### config.mk
export PLATFORM = sky130hd
export DESIGN_NAME = sf3_ctrl
export DESIGN_NICKNAME = d
export VERILOG_FILES = /design/src/rtl/core/sf3_pkg.sv /design/src/rtl/core/sf3_ctrl.sv
export SDC_FILE = /design/constraint.sdc
export NUM_CORES = 1
export LEC_CHECK = 0
export ABC_AREA = 1
export BUFFER_PORTS_ARGS = -buffer_cell sky130_fd_sc_hd__clkbuf_2
export CAP_MARGIN = 20
export CORE_UTILIZATION = 58
export CTS_CLUSTER_DIAMETER = 100
export DETAILED_ROUTE_END_ITERATION = 10
export HOLD_SLACK_MARGIN = 0.15
export PLACE_DENSITY = 0.91
export SLEW_MARGIN = 15
export SYNTH_ARGS = -nofsm -noshare
export SYNTH_HDL_FRONTEND = slang
export SYNTH_SLANG_ARGS = --single-unit
export TNS_END_PERCENT = 10
### constraint.sdc
create_clock -name clk -period 4.5 [get_ports clk]
set_input_delay 0.9 -clock clk [delete_from_list [all_inputs] [get_ports clk]]
set_output_delay 0.9 -clock clk [all_outputs]
set_load 0.01 [all_outputs]
### src/rtl/core/sf3_pkg.sv
// Shared types, constants and the per-channel kernel function of the 3x3 stencil filter.
// Used by every module in rtl/core except sf3_ram; depends on nothing else.
package sf3_pkg;

  // Default frame limits for the top-level parameters
  localparam int MAX_WIDTH_DEF  = 1024;
  localparam int MAX_HEIGHT_DEF = 1024;

  // Field widths
  localparam int CHAN_W = 8;
  localparam int PIX_W  = 3 * CHAN_W;
  localparam int LINE_W = 2 * PIX_W;   // one line store entry: {row above, current row}
  localparam int CFG_W  = 11;
  localparam int MODE_W = 2;
  localparam int ADDR_W = 2;

  // Configuration register indexes
  localparam logic [ADDR_W-1:0] REG_WIDTH  = 2'd0;
  localparam logic [ADDR_W-1:0] REG_HEIGHT = 2'd1;
  localparam logic [ADDR_W-1:0] REG_MODE   = 2'd2;

  // Filter modes
  localparam logic [MODE_W-1:0] MODE_BOX     = 2'd0;
  localparam logic [MODE_W-1:0] MODE_SHARPEN = 2'd1;
  localparam logic [MODE_W-1:0] MODE_EDGE    = 2'd2;

  // Kernel constants; box divide is a reciprocal multiply
  localparam int BOX_DIV     = 9;
  localparam int SHARPEN_GAIN = 5;
  localparam int EDGE_GAIN   = 8;
  localparam int BOX_SHIFT   = 16;
  localparam int BOX_RECIP   = ((1 << BOX_SHIFT) + BOX_DIV - 1) / BOX_DIV;

  // Result queue depth
  localparam int OUTQ_DEPTH = 4;
  localparam int OUTQ_PW    = $clog2(OUTQ_DEPTH);
  localparam int OUTQ_CW    = $clog2(OUTQ_DEPTH + 1);

  // Pixel, red in the low byte
  typedef struct packed {
    logic [CHAN_W-1:0] blue;
    logic [CHAN_W-1:0] green;
    logic [CHAN_W-1:0] red;
  } rgb_t;

  // Per-item control decided at accept time
  typedef struct packed {
    logic emit;
    logic border;
    logic row_end;
    logic frame_end;
  } flags_t;

  // One result item
  typedef struct packed {
    logic frame_end;
    logic row_end;
    rgb_t pix;
  } out_t;

  // Nine taps of one channel, tap 4 is the center
  typedef logic [8:0][CHAN_W-1:0] taps9_t;

  // Filter one channel of the window center
  function automatic logic [CHAN_W-1:0] filter_chan(logic [MODE_W-1:0] mode, taps9_t t);
    logic [9:0]        cross_sum;
    logic [9:0]        diag;
    logic [11:0]       total;
    logic [24:0]       prod;
    logic signed [12:0] acc;
    logic [CHAN_W-1:0] res;
    cross_sum = 10'(t[1]) + 10'(t[3]) + 10'(t[5]) + 10'(t[7]);
    diag  = 10'(t[0]) + 10'(t[2]) + 10'(t[6]) + 10'(t[8]);
    total = 12'(cross_sum) + 12'(diag) + 12'(t[4]);
    prod  = 25'(total) * 25'(BOX_RECIP);
    acc   = '0;
    res   = t[4];
    case (mode)
      MODE_BOX: begin
        res = prod[BOX_SHIFT +: CHAN_W];
      end
      MODE_SHARPEN: begin
        acc = 13'(13'(t[4]) * 13'(SHARPEN_GAIN) - 13'(cross_sum));
      end
      MODE_EDGE: begin
        acc = 13'(13'(t[4]) * 13'(EDGE_GAIN) - 13'(cross_sum) - 13'(diag));
      end
      default: begin
        res = t[4];
      end
    endcase
    // clamp signed kernels to 0..255
    if (mode == MODE_SHARPEN || mode == MODE_EDGE) begin
      if (acc < 13'sd0) begin
        res = '0;
      end else if (acc > 13'sd255) begin
        res = '1;
      end else begin
        res = acc[CHAN_W-1:0];
      end
    end
    return res;
  endfunction

endpackage

### src/rtl/core/sf3_ctrl.sv
// Raster position tracking for the 3x3 stencil filter: input and output counters,
// flush handling and per-item flags. Depends on sf3_pkg.
module sf3_ctrl #(
  parameter int MAX_WIDTH  = sf3_pkg::MAX_WIDTH_DEF,
  parameter int MAX_HEIGHT = sf3_pkg::MAX_HEIGHT_DEF
) (
  input  logic                              clk,
  input  logic                              rst_n,
  input  logic [sf3_pkg::CFG_W-1:0]         cfg_width,
  input  logic [sf3_pkg::CFG_W-1:0]         cfg_height,
  input  logic                              accept,
  input  logic                              flush,
  input  sf3_pkg::rgb_t                     pix,
  output logic                              iss_valid,
  output logic [$clog2(MAX_WIDTH)-1:0]      iss_addr,
  output sf3_pkg::rgb_t                     iss_pix,
  output sf3_pkg::flags_t                   iss_flags
);

  localparam int AW = $clog2(MAX_WIDTH);
  localparam int CW = $clog2(MAX_WIDTH + 1);
  localparam int HW = $clog2(MAX_HEIGHT + 1);
  localparam int RW = $clog2(MAX_HEIGHT + 2);

  logic [CW-1:0] in_col_r, in_col_nxt;
  logic [RW-1:0] in_row_r, in_row_nxt;
  logic [CW-1:0] out_col_r, out_col_nxt;
  logic [RW-1:0] out_row_r, out_row_nxt;

  logic [CW-1:0] eff_w;
  logic [HW-1:0] eff_h;
  logic [CW-1:0] w_m1;
  logic [RW-1:0] h_m1;
  logic [CW-1:0] col_inc;
  logic          draining;
  logic          take;
  logic          emit;
  logic          rend;
  logic          last_row;
  logic          fend;
  logic          border;

  // Clamp configured sizes to 1..MAX
  always_comb begin
    if (cfg_width == '0) begin
      eff_w = CW'(1);
    end else if (32'(cfg_width) > 32'(MAX_WIDTH)) begin
      eff_w = CW'(MAX_WIDTH);
    end else begin
      eff_w = CW'(cfg_width);
    end
    if (cfg_height == '0) begin
      eff_h = HW'(1);
    end else if (32'(cfg_height) > 32'(MAX_HEIGHT)) begin
      eff_h = HW'(MAX_HEIGHT);
    end else begin
      eff_h = HW'(cfg_height);
    end
  end

  // Position decode
  assign w_m1     = eff_w - CW'(1);
  assign h_m1     = RW'(eff_h) - RW'(1);
  assign col_inc  = in_col_r + CW'(1);
  assign draining = in_row_r >= RW'(eff_h);
  assign take     = accept && (draining || !flush);
  assign emit     = (in_row_r >= RW'(2)) || (in_row_r == RW'(1) && in_col_r != '0);
  assign rend     = out_col_r >= w_m1;
  assign last_row = out_row_r >= h_m1;
  assign fend     = rend && last_row;
  assign border   = out_row_r == '0 || out_col_r == '0 || last_row || rend;

  // Issue to the line store stage
  assign iss_valid           = take;
  assign iss_addr            = in_col_r[AW-1:0];
  assign iss_pix             = draining ? '0 : pix;
  assign iss_flags.emit      = emit;
  assign iss_flags.border    = border;
  assign iss_flags.row_end   = rend;
  assign iss_flags.frame_end = fend;

  // Counter updates
  always_comb begin
    in_col_nxt  = in_col_r;
    in_row_nxt  = in_row_r;
    out_col_nxt = out_col_r;
    out_row_nxt = out_row_r;
    if (take) begin
      if (col_inc >= eff_w) begin
        in_col_nxt = '0;
        in_row_nxt = in_row_r + RW'(1);
      end else begin
        in_col_nxt = col_inc;
      end
      if (emit) begin
        if (fend) begin
          in_col_nxt  = '0;
          in_row_nxt  = '0;
          out_col_nxt = '0;
          out_row_nxt = '0;
        end else if (rend) begin
          out_col_nxt = '0;
          out_row_nxt = out_row_r + RW'(1);
        end else begin
          out_col_nxt = out_col_r + CW'(1);
        end
      end
    end
  end

  always_ff @(posedge clk) begin
    if (!rst_n) begin
      in_col_r  <= '0;
      in_row_r  <= '0;
      out_col_r <= '0;
      out_row_r <= '0;
    end else begin
      in_col_r  <= in_col_nxt;
      in_row_r  <= in_row_nxt;
      out_col_r <= out_col_nxt;
      out_row_r <= out_row_nxt;
    end
  end

endmodule

# Yosys cells after proc, flatten, opt, wreduce, memory -nomap -nowiden
# Index checks and enable logic that the tools add are counted.
[op_classes] n_eq_ne=1 reduce_logical=17 muxes=15 n_lt_le_gt_ge=7 n_addsub=6
[op_table] operator="two-way mux 11 bit" count=14
[op_table] operator="adder 11 x 1 -> 11 bit, second input constant" count=4
[op_table] operator=">= comparator 11 bit" count=4
[op_table] operator="logical NOT 11 bit" count=4
[op_table] operator="two-way mux 24 bit" count=1
[op_table] operator="> comparator 11 bit, second input constant" count=2
[op_table] operator="subtractor 11 x 1 -> 11 bit, second input constant" count=2
[op_table] operator="equality test 11 x 1 -> 1 bit, second input constant" count=1
[op_table] operator=">= comparator 11 x 2 -> 1 bit, second input constant" count=1
[op_table] operator="nonzero test 11 bit" count=1
[op_table] operator="logical OR 1 bit" count=5
[op_table] operator="logical AND 1 bit" count=3
[op_table] operator="AND reduction 3 bit" count=1
[op_table] operator="AND reduction 2 bit" count=1
[op_table] operator="nonzero test 2 bit" count=1
[op_table] operator="logical NOT 1 bit" count=1
[word_totals] word_cells=50 output_inout_bits=39 in_bits=50 regBits=44

# Logic depth before layout (Yosys ltp)
[logic_depth] word_depth=8 ltp_mapped=25

# Worst setup path after synthesis
# OpenSTA, ideal clock, no wires.
[synth_path] path_kind="input port to output port" from="in cfg_width[6] in the netlist's numbering" to="out iss_flags[2] in the netlist's numbering" path_buffers=3 slack_ns=0.349 t_required_ns=3.600 arrival_time_ns=3.251 cell_stages=22 cell_sequence="nor2_1 nand3_1 nor2_1 a21oi_2 inv_1 buf_6 nand2_1 ha_1 nand2_1 inv_1 nand4_1 nand2_1 ha_1 inv_1 nor2_1 nand2_1 a21boi_1 nand2_2 buf_2 inv_1 o2111ai_1 buf_4"
[synth_between] elab_chain_cells=6 word_cells_on_any_way=7 cone_classes="1 x add/sub; 2 x order compare; 2 x mux; 2 x reduce/logical"
[synth_lines] element="from (decl)" line="sf3_ctrl.sv:9" text="input logic [sf3_pkg::CFG_W-1:0] cfg_width,"
[synth_lines] element="> comparator 11 bit" line="sf3_ctrl.sv:47" text="end else if (32'(cfg_width) > 32'(MAX_WIDTH)) begin"
[synth_lines] element="two-way mux 11 bit" line="sf3_ctrl.sv:47"
[synth_lines] element="two-way mux 11 bit (*)" line="sf3_ctrl.sv:45" text="if (cfg_width == '0) begin"
[synth_lines] element="subtractor 11 x 1 -> 11 bit (*)" line="sf3_ctrl.sv:62" text="assign w_m1 = eff_w - CW'(1);"
[synth_lines] element=">= comparator 11 bit (*)" line="sf3_ctrl.sv:68" text="assign rend = out_col_r >= w_m1;"
[synth_lines] element="via rend" line="sf3_ctrl.sv:38" text="logic rend;"
[synth_lines] element="logical OR 1 bit (*)" line="sf3_ctrl.sv:71" text="assign border = out_row_r == '0 || out_col_r == '0 || last_row || rend;"
[synth_lines] element="to (decl)" line="sf3_ctrl.sv:17" text="output sf3_pkg::flags_t iss_flags"
# Mark *: on every way through the listed nets, which the timed path passes. The rest lies on a longest branch.

==> results.ini <==
[run_status]
run_status = finished clean

[logic_synthesis]
synth-seq-cells = 44
ys_async_sr_fraction = 0
yosysWarnings = 0
synth_edf_count = 0
synth_cells = 825
seq_area_frac_synth = 0.180
ys.flop_type = dfxtp_1
netlist_area_um2 = 4900
yosysUniqueCellTypes = 35
synth_fp_nets = 930
synth.avg_cell_area_um2 = 5.94

[route]
vias = 5188
dr.pass1.iters = 5
drt_iter0_markers = 328
routed_via_density = 5.15
wl_um = 12000
drc = 0
wl_per_cell_um = 11.9
postRouteAntennaNets = 0

[worst_hold_path]
min_path_type = reg -> reg

[clock_tree]
h-tree-depth = 2
postCtsHoldBufs = 0
clockRootBuffer = clkbuf_8
cts_num_sinks = 44
cts_buffer_depth = 2
insertion_delay_ns = 0.31
clk_pin_slew_worst_paths_ns = 0.08
cts_buffers = 5
cts_tree = yes

[power]
ir_worst_vdd_v = 0.000157
cellPowerDensity_nw_per_um2 = 195
p_leak_uw = 0.00293

[finish]
antenna_cells = 0
multi_input_area_um2 = 3320
syn_to_final_growth_pct = 12.2
final_cell_area_um2 = 5500
n_fill_cell = 766
nets = 1008
regArea_um2 = 881
drive_gt1_frac = 0.157

[grt]
gr-usage-all-layers = 0.269
grt_use_met2 = 0.479
use_met3 = 0.0364
grt_pass1_vias = 4412
grt_pass1_wl_um = 19100
met1_usage = 0.329
gr-total-overflow = 0
grt_max_degree = 26
top_usage_layer = met2
antenna_found_initial = 0

[placement]
dp_slack_ns = 0.0723
gp_congestion = 0.892
post_dp_cell_area_um2 = 5300
portBuffers = 88
dpl.hpwl_um = 9250

[floorplan]
rows = 33
die_h_um = 93.9
die_w_um = 93.9
coreArea_um2 = 8220
die-area_um2 = 8820
initial_utilization = 0.596
num_io_pins = 89

[setup_path]
critPathMaxFanout = 8
reg2reg_depth = 17
worst-r2r-setup-slack_ns = 1.20
crit_arrival_ns = 3.47
crit_type = in -> out
critPathLaunch = cfg_height[2]
endpoint = iss_flags[2]
critPathLaunchType = primary input
worstSetupEndpointType = primary output
r2r-end = in_col_r[1]$_SDFFE_PN0N_
r2r_start = in_col_r[0]$_SDFFE_PN0N_
worstPathRequired_ns = 3.60

[job]
drv_cap = 0

[timing]
setup-tns-final_ns = 0
rsz0062_at_grt = yes
tightest_slew_ns = 0.558
skew_ns = 0.00457
finalHoldViolCount = 0
fmax_mhz = 229
drv_slew = 0
setup_viol = 0
post-route-period-util = 0.971
post-route-min-period_ns = 4.37
fin_ws_ns = 0.132
maxSlewHeadroom = 0.628

## cells by family after synthesis
kind of cell | synth area share
xor+xnor | 0.0483
fa+ha+maj | 0.140
buf+inv | 0.153
compound gates | 0.0957
flops | 0.180
simple gates | 0.383
## cell type report
cell class | instances | share of cell area
timing repair buffer | 100 | 0.0988
sequential | 44 | 0.160
inverter | 141 | 0.0963
tap | 105 | 0.0239
clock inverter | 2 | 0.00228
timing repair inverter | 2 | 0.00273
multi-input combinational | 609 | 0.603
clock buffer | 5 | 0.0125
## state kept, by name (all words and copies together), names as in the netlist
signal     count
out_col_r     11
out_row_r     11
in_row_r      11
in_col_r      11
## cell usage in the layout (no fill, tap or decap), types with 2 or more instances in the layout
master / instances
clkbuf_2: 88
nand3_1: 43
nor2_4: 2
nor3_1: 9
ha_1: 54
nand3b_1: 5
nand3_2: 3
nand4_1: 16
xnor2_1: 5
dfxtp_1: 44
o21ai_1: 16
xor2_1: 21
o21ai_0: 19
buf_4: 11
clkbuf_8: 5
o21bai_1: 5
a21oi_1: 38
nand2_2: 8
nor2_2: 5
nand2_1: 183
a21o_1: 2
inv_2: 8
a21oi_2: 2
clkinvlp_4: 3
nor2_1: 159
nor4_1: 3
o41ai_1: 2
inv_1: 133
## cell usage after synthesis, types with 10 or more instances
master	count	area [um2]
a21oi_1	38	190
inv_1	135	507
nand4_1	16	100
nand3_1	43	215
nor3_1	10	50.1
nor2_1	160	601
nand2_1	188	706
dfxtp_1	44	881
o21ai_0	19	95.1
o21ai_1	16	80.1
ha_1	55	688
buf_4	19	143
xor2_1	21	184
## worst min path at each step
stage,cells past startpoint,from,endpoint,slack [ns]
final,2,out_row_r[9]$_SDFFE_PN0P_,out_row_r[9]$_SDFFE_PN0P_,0.52
after global routing,2,out_row_r[8]$_SDFFE_PN0P_,out_row_r[8]$_SDFFE_PN0P_,0.54
after detailed placement,2,out_row_r[9]$_SDFFE_PN0P_,out_row_r[9]$_SDFFE_PN0P_,0.51
after global placement,2,out_row_r[9]$_SDFFE_PN0P_,out_row_r[9]$_SDFFE_PN0P_,0.50
after floorplan,2,out_row_r[8]$_SDFFE_PN0P_,out_row_r[8]$_SDFFE_PN0P_,0.47
after CTS,2,out_row_r[8]$_SDFFE_PN0P_,out_row_r[8]$_SDFFE_PN0P_,0.52
## repair_timing
action,CTS,global route
setup buffers,0,5
setup endpoints to repair,0,26
resized for setup,0,15
## metrics by stage
step           total power (uW)  hold WS, ns   util  instances
4_1_cts                    1060        0.520  0.655       1001
6_report                   1070        0.515  0.669       1008
3_3_place_gp                803        0.502  0.646        994
3_5_place_dp                812        0.509  0.646        994
5_1_grt                    1140        0.541  0.669       1008
2_1_floorplan               707        0.468      -        825
## worst max-delay path: stages
cell	delay [ns]
clkbuf_2	0.11
nor2_1	0.10
nand2_1	0.06
nor2_1	0.16
nand3_1	0.11
nand2_2	0.16
nand2_1	0.14
ha_1	0.26
nand4_1	0.17
nor2_1	0.06
nand2_1	0.05
nand2_1	0.05
ha_1	0.29
a21o_1	0.19
nor2_1	0.10
nand4_1	0.15
inv_1	0.12
o2111ai_1	0.13
clkbuf_2	0.16
## where the power goes
group	internal, uW	switching (uW)
registers	402	18.5
logic	151	253
clock network	105	141
total	659	412
## layer usage
| metal | up-vias | part of all wire |
|---|---|---|
| li1 | 2733 | - |
| met5 | - | 0 |
| met1 | 2289 | 0.45 |
| met2 | 147 | 0.48 |
| met4 | 0 | 0.018 |
| met3 | 19 | 0.052 |
Note: power is estimated with default switching activity, not from simulation.
