**src/rtl/core/sf3_pkg.sv**
```systemverilog
// Shared types, constants and the per-channel kernel function of the 3x3 stencil filter.
// Used by every module in rtl/core except sf3_ram; depends on nothing else.
package sf3_pkg;

  // Default frame limits for the top-level parameters
  localparam int MAX_WIDTH_DEF  = 1024;
  localparam int MAX_HEIGHT_DEF = 1024;

  // Field widths
  localparam int CHAN_W = 8;
  localparam int PIX_W  = 3 * CHAN_W;
  localparam int LINE_W = 2 * PIX_W;   // one line store entry: {row above, current row}
  localparam int CFG_W  = 11;
  localparam int MODE_W = 2;
  localparam int ADDR_W = 2;

  // Configuration register indexes
  localparam logic [ADDR_W-1:0] REG_WIDTH  = 2'd0;
  localparam logic [ADDR_W-1:0] REG_HEIGHT = 2'd1;
  localparam logic [ADDR_W-1:0] REG_MODE   = 2'd2;

  // Filter modes
  localparam logic [MODE_W-1:0] MODE_BOX     = 2'd0;
  localparam logic [MODE_W-1:0] MODE_SHARPEN = 2'd1;
  localparam logic [MODE_W-1:0] MODE_EDGE    = 2'd2;

  // Kernel constants; box divide is a reciprocal multiply
  localparam int BOX_DIV     = 9;
  localparam int SHARPEN_GAIN = 5;
  localparam int EDGE_GAIN   = 8;
  localparam int BOX_SHIFT   = 16;
  localparam int BOX_RECIP   = ((1 << BOX_SHIFT) + BOX_DIV - 1) / BOX_DIV;

  // Result queue depth
  localparam int OUTQ_DEPTH = 4;
  localparam int OUTQ_PW    = $clog2(OUTQ_DEPTH);
  localparam int OUTQ_CW    = $clog2(OUTQ_DEPTH + 1);

  // Pixel, red in the low byte
  typedef struct packed {
    logic [CHAN_W-1:0] blue;
    logic [CHAN_W-1:0] green;
    logic [CHAN_W-1:0] red;
  } rgb_t;

  // Per-item control decided at accept time
  typedef struct packed {
    logic emit;
    logic border;
    logic row_end;
    logic frame_end;
  } flags_t;

  // One result item
  typedef struct packed {
    logic frame_end;
    logic row_end;
    rgb_t pix;
  } out_t;

  // Nine taps of one channel, tap 4 is the center
  typedef logic [8:0][CHAN_W-1:0] taps9_t;

  // Filter one channel of the window center
  function automatic logic [CHAN_W-1:0] filter_chan(logic [MODE_W-1:0] mode, taps9_t t);
    logic [9:0]        cross_sum;
    logic [9:0]        diag;
    logic [11:0]       total;
    logic [24:0]       prod;
    logic signed [12:0] acc;
    logic [CHAN_W-1:0] res;
    cross_sum = 10'(t[1]) + 10'(t[3]) + 10'(t[5]) + 10'(t[7]);
    diag  = 10'(t[0]) + 10'(t[2]) + 10'(t[6]) + 10'(t[8]);
    total = 12'(cross_sum) + 12'(diag) + 12'(t[4]);
    prod  = 25'(total) * 25'(BOX_RECIP);
    acc   = '0;
    res   = t[4];
    case (mode)
      MODE_BOX: begin
        res = prod[BOX_SHIFT +: CHAN_W];
      end
      MODE_SHARPEN: begin
        acc = 13'(13'(t[4]) * 13'(SHARPEN_GAIN) - 13'(cross_sum));
      end
      MODE_EDGE: begin
        acc = 13'(13'(t[4]) * 13'(EDGE_GAIN) - 13'(cross_sum) - 13'(diag));
      end
      default: begin
        res = t[4];
      end
    endcase
    // clamp signed kernels to 0..255
    if (mode == MODE_SHARPEN || mode == MODE_EDGE) begin
      if (acc < 13'sd0) begin
        res = '0;
      end else if (acc > 13'sd255) begin
        res = '1;
      end else begin
        res = acc[CHAN_W-1:0];
      end
    end
    return res;
  endfunction

endpackage

```
**src/rtl/core/sf3_outq.sv**
```systemverilog
// Small result queue between the filter pipeline and the output channel.
// Depends on sf3_pkg.
module sf3_outq (
  input  logic                         clk,
  input  logic                         rst_n,
  input  logic                         push,
  input  sf3_pkg::out_t                push_data,
  input  logic                         pop,
  output logic                         valid,
  output sf3_pkg::out_t                head,
  output logic [sf3_pkg::OUTQ_CW-1:0]  count
);

  sf3_pkg::out_t                 mem_r [sf3_pkg::OUTQ_DEPTH];
  logic [sf3_pkg::OUTQ_PW-1:0]   wr_ptr_r, wr_ptr_nxt;
  logic [sf3_pkg::OUTQ_PW-1:0]   rd_ptr_r, rd_ptr_nxt;
  logic [sf3_pkg::OUTQ_CW-1:0]   count_r, count_nxt;
  logic                          do_pop;

  assign do_pop = pop && (count_r != '0);

  // Pointer and fill bookkeeping
  always_comb begin
    wr_ptr_nxt = push   ? wr_ptr_r + sf3_pkg::OUTQ_PW'(1) : wr_ptr_r;
    rd_ptr_nxt = do_pop ? rd_ptr_r + sf3_pkg::OUTQ_PW'(1) : rd_ptr_r;
    count_nxt  = count_r + sf3_pkg::OUTQ_CW'(push) - sf3_pkg::OUTQ_CW'(do_pop);
  end

  always_ff @(posedge clk) begin
    if (!rst_n) begin
      wr_ptr_r <= '0;
      rd_ptr_r <= '0;
      count_r  <= '0;
    end else begin
      wr_ptr_r <= wr_ptr_nxt;
      rd_ptr_r <= rd_ptr_nxt;
      count_r  <= count_nxt;
    end
  end

  always_ff @(posedge clk) begin
    if (push) begin
      mem_r[wr_ptr_r] <= push_data;
    end
  end

  assign valid = count_r != '0;
  assign head  = mem_r[rd_ptr_r];
  assign count = count_r;

endmodule

```
**config.mk**
```make
export PLATFORM = sky130hd
export DESIGN_NAME = sf3_outq
export DESIGN_NICKNAME = d
export VERILOG_FILES = /design/src/rtl/core/sf3_pkg.sv /design/src/rtl/core/sf3_outq.sv
export SDC_FILE = /design/constraint.sdc
export NUM_CORES = 1
export LEC_CHECK = 0
export CORE_UTILIZATION = 50
export CTS_CLUSTER_DIAMETER = 50
export CTS_CLUSTER_SIZE = 16
export DETAILED_ROUTE_END_ITERATION = 10
export DONT_BUFFER_PORTS = 1
export PLACE_DENSITY = 0.61
export SYNTH_ARGS = -nofsm -noshare
export SYNTH_HDL_FRONTEND = slang
export SYNTH_SLANG_ARGS = --single-unit
```
**constraint.sdc**
```tcl
create_clock -name clk -period 3.95 [get_ports clk]
set_clock_uncertainty 0.15 [all_clocks]
set_input_delay 0.79 -clock clk [delete_from_list [all_inputs] [get_ports clk]]
set_output_delay 0.79 -clock clk [all_outputs]
set_load 0.02 [all_outputs]
```
---- Word-level counts from Yosys, hierarchy flattened ----
Memory sizes are Yosys's and may differ from the RTL's. A register that Yosys moved wholly into a read port is not among the register bits.
Index checks and enable logic that the tools add are counted.
operators by class
  reduce and logical (&&, ||, !) cells .... 2
  mux-type cells .......................... 4
  add/subtract/negate cells ............... 4
operator list
  kind                                                            count
  2-bit by 1-bit adder with 2-bit output (second input constant)  2
  2-bit 2-to-1 mux                                                2
  3-bit by 1-bit adder with 3-bit output                          1
  3-bit nonzero test                                              1
  3-bit by 1-bit subtractor with 3-bit output                     1
  1-bit 2-to-1 mux                                                2
  1-bit logical AND                                               1
word-level totals
  word-level logic and storage cells ...... 14
  output and inout bits ................... 30
  memories ................................ 1
  memory bits (writable) .................. 104
  bits in registers ....................... 7
memory list
  memory  words  width  read ports  clocked after memory_dff  wr ports  line            source
  mem_r   4      26     1           1                         1         sf3_outq.sv:14  sf3_pkg::out_t mem_r [sf3_pkg::OUTQ_DEPTH];

---- Logic depth before layout (Yosys ltp) ----
Gate-level depths: netlist (run 1).
  depth in word-level cells ............... 4
  gate-level depth with buffers ........... 7
  mapped depth without buffers ............ 7

---- Least setup slack after synthesis (run 1) ----
OpenSTA, ideal clock, no wires.
  path type ............................... in2reg
  start point ............................. input port pop
  end point ............................... register count_r (netlist bit count[2])
  library setup time ...................... 0.115 ns
  path slack .............................. 1.611 ns
  data arrival time ....................... 2.074 ns
  buffers on the path ..................... 0
  stages .................................. 7
  path through ............................ o31a_1 ha_1 inv_1 ha_1 fa_1 xnor3_1 and2_1
on the way
  cells in the longest elaborated chain, start to end .. 2
ends and longest elaborated chain
  what                                         line            source
  from (decl)                                  sf3_outq.sv:8   input logic pop,
  1-bit logical AND                            sf3_outq.sv:20  assign do_pop = pop && (count_r != '0);
  3-bit by 1-bit subtractor with 3-bit output  sf3_outq.sv:26  count_nxt = count_r + sf3_pkg::OUTQ_CW'(push) - sf3_pkg::OUTQ_CW'(do_pop);
  to (signal assigned)                         sf3_outq.sv:37  count_r <= count_nxt;
  to (decl)                                    sf3_outq.sv:17  logic [sf3_pkg::OUTQ_CW-1:0] count_r, count_nxt;
No other way between the ends.
A chain may end at the register's enable or synchronous reset.

==> metrics.sh, run 1 <==
FINAL-HOLD-VIOLATION-COUNT=0
POST-CTS-SETUP-BUFFERS=0
YS_SEQ_ELEMENTS=113
SYNTHESIS.AREA_UM2=4267
GRTUSAGEMET3_PCT=7.407
MET2_USAGE_PCT=28.99
AREAGROWTHSYNTHTOFINISH_PCT=15.28
CORE_REGION_AREA_UM2=8217
POST_CTS_RESIZE_COUNT=0
POWER_PER_CELL_AREA_nW_PER_UM2=670.4
CLK_ROOT_BUFFER_CELL='sky130_fd_sc_hd__clkbuf_8'
TIMING.CRITICAL_PATH.ARRIVAL_NS=2.21
CLOCK_BUFFER_COUNT_FROM_CTS=17
STDCELL_AREA_UM2=4918
MIN-DELAY-PATH-CLASS='primary input to flop'
ANTENNA-DIODE-COUNT=0
DRT_PASS1_ITERATIONS=4
TIMING.FINAL.WS_SETUP_NS=0.8024
YS_TOP_CELLS_BY_AREA='sky130_fd_sc_hd__edfxtp_1, sky130_fd_sc_hd__mux4_2, sky130_fd_sc_hd__dfxtp_1'
DR.FIRST_ITER.DRC_COUNT=92
GLOBAL_ROUTE_WIRE_LENGTH_BEFORE_REPAIR_UM=10320
GLOBAL_ROUTE.OVERFLOW_TOTAL=0
CP_MAX_FO=21
DPL-INSTANCE-AREA_UM2=4378
HTREE_NUM_LEVELS=4
CRITICAL_PATH_REQUIRED_NS=3.01
RSZ_0062_RAISED_AFTER_GLOBAL_ROUTING='false'
SLEW_HEADROOM_PCT=43.64
FINAL-MAX-SLEW-VIOLATION-COUNT=0
ENDPOINT_KIND='primary output'
FMAX_GHz=0.3177
YOSYSSEQAREASHARE_PCT=77.42
FINAL_PERIOD_MINUS_WORST_SETUP_SLACK_NS=3.148
HOLD_BUFFERS=0
NUMBER_OF_STANDARD_CELL_ROWS_IN_THE_FLOORPLAN=33
MOSTFREQUENTLAYOUTCELL='sky130_fd_sc_hd__edfxtp_1'
GLOBAL_PLACEMENT_ROUTABILITY_CONGESTION=0.7844
FINALSETUPVIOLCOUNT=0
CTS_BUFFER_DEPTH=2
POSTSYNTHAREAPERCELL_UM2=23.70
CLOCK_SINK_COUNT=113
INITIAL_STANDARD_CELL_UTILIZATION_OF_THE_CORE_PCT=51.93
NUM-NETS-FINAL=236
DIE_HEIGHT_UM=94.38
FIN_UTIL_PCT=59.86
TIMING.SETUP.CRITICAL_PATH_CLASS='flop to primary output'
LAYOUT.CELLS.MOST_COMMON_LIST='sky130_fd_sc_hd__edfxtp_1, sky130_fd_sc_hd__mux4_2, sky130_fd_sc_hd__clkbuf_16, sky130_fd_sc_hd__and2_1, sky130_fd_sc_hd__dfxtp_1'
WORSTSKEWPAIRLATENCY_NS=0.50
FINAL_TNS_SETUP_NS=0
WIRE_PER_INST_UM=21.14
DRIVE_ABOVE_1_SHARE_PCT=25.94
GRT_UTIL_MET1_PCT=18.06
WIRELENGTH_UM=6700
DETAILROUTE.VIA_COUNT=1768
BOUNDARYPINS=60
FF2FF_SETUP_SLACK_NS=1.66
SYNTH.YOSYS.WARNINGS=0
PEAKVDDDROP_V=0.0003725
ANTENNA_LEFT=0
GRT_ANTENNA_BEFORE_REPAIR=0
WORST_SETUP_HOLD_PATH_CLK_SLEW_NS=0.05
GRT_PASS1_VIAS=1895
NETLIST-CELL-TYPE-COUNT=21
STARTPOINT_TYPE='flop'
DIE-WIDTH_UM=94.38
WORST_SLEW_PIN_SLEW_NS=0.8454
GRT_MAX_DEGREE=27
OUTCOME='finished, final reports clean'
CTS_TREE='done'
TRACK_USAGE_PCT=17.00
YOSYSTOPAREACELL='sky130_fd_sc_hd__edfxtp_1'
GRT.BUSIEST_LAYER='met2'
DETAIL_ROUTE.VIAS_PER_CELL=5.577
LEAKAGEPOWER_nW=1.641
TOTAL_POWER_mW=3.297
SYN_NETS=217
DRV.MAX_CAP_VIOLATION_COUNT=0
POSTSYNTHCELLCOUNT=180
PLACE_HPWL_UM=4214
DETAIL_ROUTE.DRC_VIOLATIONS=0
FINAL_PERIOD_UTILIZATION_PCT=79.69
SYNTH_TOP_AREA_SHARE_PCT=73.20
POST-PLACE-WS_NS=1.258
FP.DIEAREA_UM2=8907
NUMBER_OF_BUFFERS_INSERTED_BY_PORT_BUFFERING=0
-- area by class of cell --
class / count / area, um2
fillers: 570 / 3298
inverters: 6 / 22.52
flip-flops and latches: 113 / 3304
multi-input cells: 55 / 874.6
repair buffers: 6 / 45.04
well taps: 105 / 131.4
clock buffers: 18 / 417.9
clock inverters: 14 / 122.6
-- cells by family (layout without fill, tap and decap cells) --
logic type      Yosys count  after routing  share of synthesized area, %
xor+xnor                  2              2                        0.7331
mux                      30             30                         15.19
buf+inv                  12             44                         2.082
compound gates            2              2                        0.4106
simple gates             14             14                         1.936
flops                   113            113                         77.42
fa+ha+maj                 7              7                         2.229
-- registers in the layout, summed over array words and instances, names as in the netlist, named ones only --
signal	flops
mem_r	104
count	3
rd_ptr_r	2
wr_ptr_r	2
-- critical path, stage by stage (launching register included) --
cell	delay, ns
sky130_fd_sc_hd__dfxtp_2	0.82
sky130_fd_sc_hd__buf_4	0.30
sky130_fd_sc_hd__mux4_2	0.59
-- per-stage QoR --
step                cells  hold slack (ns)
floorplan             180           0.2989
global placement      285           0.3109
detailed placement    285           0.3326
CTS                   317           0.2028
global route          317           0.2025
finish                317           0.2354
-- final timing paths --
kind | startpoint | end | cells after the start
hold reg to reg | rd_ptr_r[1]$_SDFFE_PN0P_ | flop | 2
setup reg to reg | count[1]$_SDFF_PN0_ | count[2]$_SDFF_PN0_ | 7
setup / recovery | flop | head[9] | 2
hold / removal | push_data[18] | mem_r[2][18]$_DFFE_PP_ | 0
-- routing by layer --
metal	share of wire (%)	routed length (um)
met1	38	2514
met2	55	3662
met3	6.1	409
met4	1.7	114
met5	0	0
-- Yosys cell counts --
cell type,number
sky130_fd_sc_hd__edfxtp_1,104
sky130_fd_sc_hd__mux4_2,20
sky130_fd_sc_hd__dfxtp_1,9
sky130_fd_sc_hd__and2_1,8
sky130_fd_sc_hd__ha_1,6
sky130_fd_sc_hd__inv_1,6
sky130_fd_sc_hd__mux4_1,6
sky130_fd_sc_hd__mux2i_1,4
sky130_fd_sc_hd__buf_12,2
sky130_fd_sc_hd__buf_2,2
sky130_fd_sc_hd__nand2_1,2
sky130_fd_sc_hd__nand2b_1,2
sky130_fd_sc_hd__buf_6,1
sky130_fd_sc_hd__clkbuf_2,1
sky130_fd_sc_hd__fa_1,1
sky130_fd_sc_hd__nor2b_1,1
sky130_fd_sc_hd__o311ai_0,1
sky130_fd_sc_hd__o31a_1,1
sky130_fd_sc_hd__or3_1,1
sky130_fd_sc_hd__xnor3_1,1
sky130_fd_sc_hd__xor2_1,1
-- power breakdown --
group / internal [mW] / leakage (nW) / switching, mW / total [mW]
Clock: 0.878 / 0.270 / 0.468 / 1.35
Combinational: 0.214 / 0.341 / 0.257 / 0.470
Sequential: 1.39 / 1.03 / 0.0912 / 1.48
Note: power is estimated with default switching activity, not from simulation.
==> inputs of run 2 (changes only) <==
--- a/config.mk
+++ b/config.mk
@@ -10,7 +10,7 @@
 export CTS_CLUSTER_SIZE = 16
 export DETAILED_ROUTE_END_ITERATION = 10
 export DONT_BUFFER_PORTS = 1
-export PLACE_DENSITY = 0.61
+export PLACE_DENSITY = 0.64
 export SYNTH_ARGS = -nofsm -noshare
 export SYNTH_HDL_FRONTEND = slang
 export SYNTH_SLANG_ARGS = --single-unit
==> constraint.sdc (replaced) <==
create_clock -name clk -period 2.7 [get_ports clk]
set_clock_uncertainty 0.15 [all_clocks]
set_input_delay 0.54 -clock clk [delete_from_list [all_inputs] [get_ports clk]]
set_output_delay 0.54 -clock clk [all_outputs]
set_load 0.02 [all_outputs]
==> run 2 against run 1 <==
Against the previous run: sequential power increased by 45%; count of clock-buffer cells in the layout down 1; register-to-register slack got worse by 1.3 ns; non-clock buffer count grew 31; flip-flop and latch count unchanged; cell count increased by 9.5%; clock power increased by 53%; power is 52% higher; via count rose by 5.4%; global-route usage grew 0.79 points; first-iteration DRC count shrank 22%; sequential share of layout area is 4.3 points lower; critical endpoint is now head[13].
==> metrics.sh, run 2 (synthesis gave the netlist of run 1 again) <==
OUTCOME='finished, final reports clean'
CTS_TREE='done'
FMAX_GHz=0.3920
DIE_HEIGHT_UM=94.38  # unchanged
DPL.CELL_COUNT=288  # +1.1%
FIN_UTIL_PCT=63.99  # +4.1 points
LAYOUT.CELLS.MOST_COMMON_LIST='sky130_fd_sc_hd__edfxtp_1, sky130_fd_sc_hd__dlygate4sd3_1, sky130_fd_sc_hd__mux4_2, sky130_fd_sc_hd__clkbuf_16'
HOLD-PATH-ENDPOINT='count[2]$_SDFF_PN0_'
SLEW_HEADROOM_PCT=52.92  # +9.3 points
PATH_CELLS='buf_4 -> mux4_2'
R2R-END='count[2]$_SDFF_PN0_'
PEAKVDDDROP_V=0.0005762  # +55%
FINAL_TNS_SETUP_NS=0  # unchanged
DETAIL_ROUTE.DRC_VIOLATIONS=0  # unchanged
FINAL_PERIOD_UTILIZATION_PCT=94.48
GLOBAL_PLACEMENT_ROUTABILITY_CONGESTION=0.6726  # -14%
DR.FIRST_ITER.DRC_COUNT=72  # -22%
GLOBAL_ROUTE_WIRE_LENGTH_BEFORE_REPAIR_UM=10990  # +6.6%
TIMING.REG2REG.WORST_PATH_DEPTH=7  # unchanged
FF2FF_SETUP_SLACK_NS=0.40  # -1.26 ns
MIN-DELAY-PATH-CLASS='primary input to flop'
ENDPOINT_KIND='primary output'
MOSTFREQUENTLAYOUTCELL='sky130_fd_sc_hd__edfxtp_1'
FP.DIEAREA_UM2=8907  # unchanged
MIN-DELAY-START='rst_n'
ANTENNA_LEFT=0  # unchanged
NUMBER_OF_BUFFERS_INSERTED_BY_PORT_BUFFERING=0  # unchanged
LARGEST_REGISTER='mem_r'
DRT_PASS1_ITERATIONS=4  # unchanged
WORSTSKEWPAIRLATENCY_NS=0.49  # about the same
HTREE_NUM_LEVELS=4  # unchanged
BOUNDARYPINS=60  # unchanged
NUM-NETS-FINAL=267  # +13%
FINAL_PERIOD_MINUS_WORST_SETUP_SLACK_NS=2.551
DIE-WIDTH_UM=94.38  # unchanged
CORE_REGION_AREA_UM2=8217  # unchanged
TIMING.SETUP.CRITICAL_PATH_CLASS='flop to primary output'
CP_SLOWEST_CELL='sky130_fd_sc_hd__mux4_2'
NUM-FILL-CELLS=571  # +0.18%
LEAKAGEPOWER_nW=1.778  # +8.3%
FINAL-HOLD-VIOLATION-COUNT=0  # unchanged
DETAILROUTE.VIA_COUNT=1863  # +5.4%
FINAL_CELL_COUNT_NO_FILL=347  # +9.5%
INITIAL_STANDARD_CELL_UTILIZATION_OF_THE_CORE_PCT=51.93  # unchanged
CRIT-REG2REG-LAUNCH='count[1]$_SDFF_PN0_'
AREAGROWTHSYNTHTOFINISH_PCT=23.23
GRT_ANTENNA_BEFORE_REPAIR=0  # unchanged
ANTENNA-DIODE-COUNT=0  # unchanged
CRITICAL_PATH_REQUIRED_NS=2.01  # -1.00 ns
CRITPATHMAXSTAGEDELAY_NS=0.60  # -0.22 ns
FINAL-MAX-SLEW-VIOLATION-COUNT=0  # unchanged
CP_MAX_FO=14  # -33%
WIRELENGTH_UM=7046  # +5.2%
WORST_SETUP_HOLD_PATH_CLK_SLEW_NS=0.05  # about the same
WIRE_PER_INST_UM=20.31  # -3.9%
CLOCK_BUFFER_COUNT_FROM_CTS=17  # unchanged
STARTPOINT_TYPE='flop'
GLOBAL_ROUTE.OVERFLOW_TOTAL=0  # unchanged
WORST_SLEW_PIN_SLEW_NS=0.7062  # -0.1392 ns
CLOCK_SINK_COUNT=113  # unchanged
GRT_MAX_DEGREE=17  # -37%
MAX_FFS_PER_REGISTER=104  # unchanged
TRACK_USAGE_PCT=17.79  # +0.79 points
POWER_PER_CELL_AREA_nW_PER_UM2=950.9  # +42%
WORSTHOLDPATHCELLS=1  # +1
DRV.MAX_CAP_VIOLATION_COUNT=0  # unchanged
POST-CTS-SETUP-BUFFERS=0  # unchanged
RSZ_0062_RAISED_AFTER_GLOBAL_ROUTING='false'
CTS_BUFFER_DEPTH=2  # unchanged
GRT_PASS1_VIAS=2126  # +12%
DRIVE_ABOVE_1_SHARE_PCT=23.14  # -2.8 points
PLACE_HPWL_UM=4407  # +4.6%
NUMBER_OF_STANDARD_CELL_ROWS_IN_THE_FLOORPLAN=33  # unchanged
DETAIL_ROUTE.VIAS_PER_CELL=5.369  # -3.7%
FINALSETUPVIOLCOUNT=0  # unchanged
TIMING.CRITICAL_PATH.ARRIVAL_NS=1.86  # -0.35 ns
CLK_ROOT_BUFFER_CELL='sky130_fd_sc_hd__clkbuf_8'
[run 2: changes by cell type in the layout (fill, tap and decap cells not counted), sizes merged]
cell and delta:
clkbuf -1, buf +3, dlygate4sd3 +28, clkinvlp +1, clkinv -2, bufinv +1
[run 2: how the worst max path moves through the flow]
stage | start | end | cells past startpoint
after global routing | flop | head[12] | 2
after floorplan | count[1]$_SDFF_PN0_ | count[2]$_SDFF_PN0_ | 7
after global placement | count[1]$_SDFF_PN0_ | count[2]$_SDFF_PN0_ | 7
after detailed placement | count[1]$_SDFF_PN0_ | count[2]$_SDFF_PN0_ | 7
final | flop | head[13] | 2
after CTS | flop | head[12] | 2
[run 2: report_power, final]
group	switching (mW)	leakage [nW]	internal (mW)
registers	0.118	1.03	2.03
clock network	0.696	0.271	1.37
logic	0.421	0.477	0.356
[run 2: metrics by stage]
stage / hold WS [ns] / power, mW / cell area [um2] / setup WS (ns)
2_1_floorplan: 0.2989 / 2.825 / 4267 / 0.5247
3_3_place_gp: 0.3191 / 2.889 / 4413 / 0.4926
3_5_place_dp: 0.3305 / 2.930 / 4413 / 0.3889
4_1_cts: 0.01164 / 5.051 / 5248 / 0.1010
5_1_grt: 0.004087 / 5.184 / 5258 / 0.03988
6_report: 0.03508 / 4.999 / 5258 / 0.1491
[run 2: final cells by class]
class | count | area (um2) | share of cell area [%]
Tap cell | 105 | 131.4 | 2.499
Sequential cell | 113 | 3307 | 62.90
Multi-Input combinational cell | 55 | 874.6 | 16.63
Clock buffer | 17 | 414.1 | 7.877
Clock inverter | 14 | 147.6 | 2.808
Inverter | 6 | 22.52 | 0.4284
Timing Repair Buffer | 37 | 360.3 | 6.854
[run 2: what timing repair did]
action / CTS / global route
hold endpoints to repair: 106 / 1
resized for setup: 1 / 0
hold buffers: 27 / 1
endpoints found under the setup margin: 14 / 0
[run 2: worst max-delay path, delay by kind of cell (launching register included)]
kind,cells,cell delay (ns)
buffers and inverters,1,0.26
DFF,1,0.50
muxes,1,0.60
[run 2: routing by layer]
metal / track usage [%] / wire (um) / vias to the layer above
li1: - / - / 851
met1: 18.89 / 2750 / 952
met2: 31.28 / 3777 / 54
met3: 7.246 / 468 / 6
met4: 7.308 / 49 / 0
met5: 0 / 0 / -
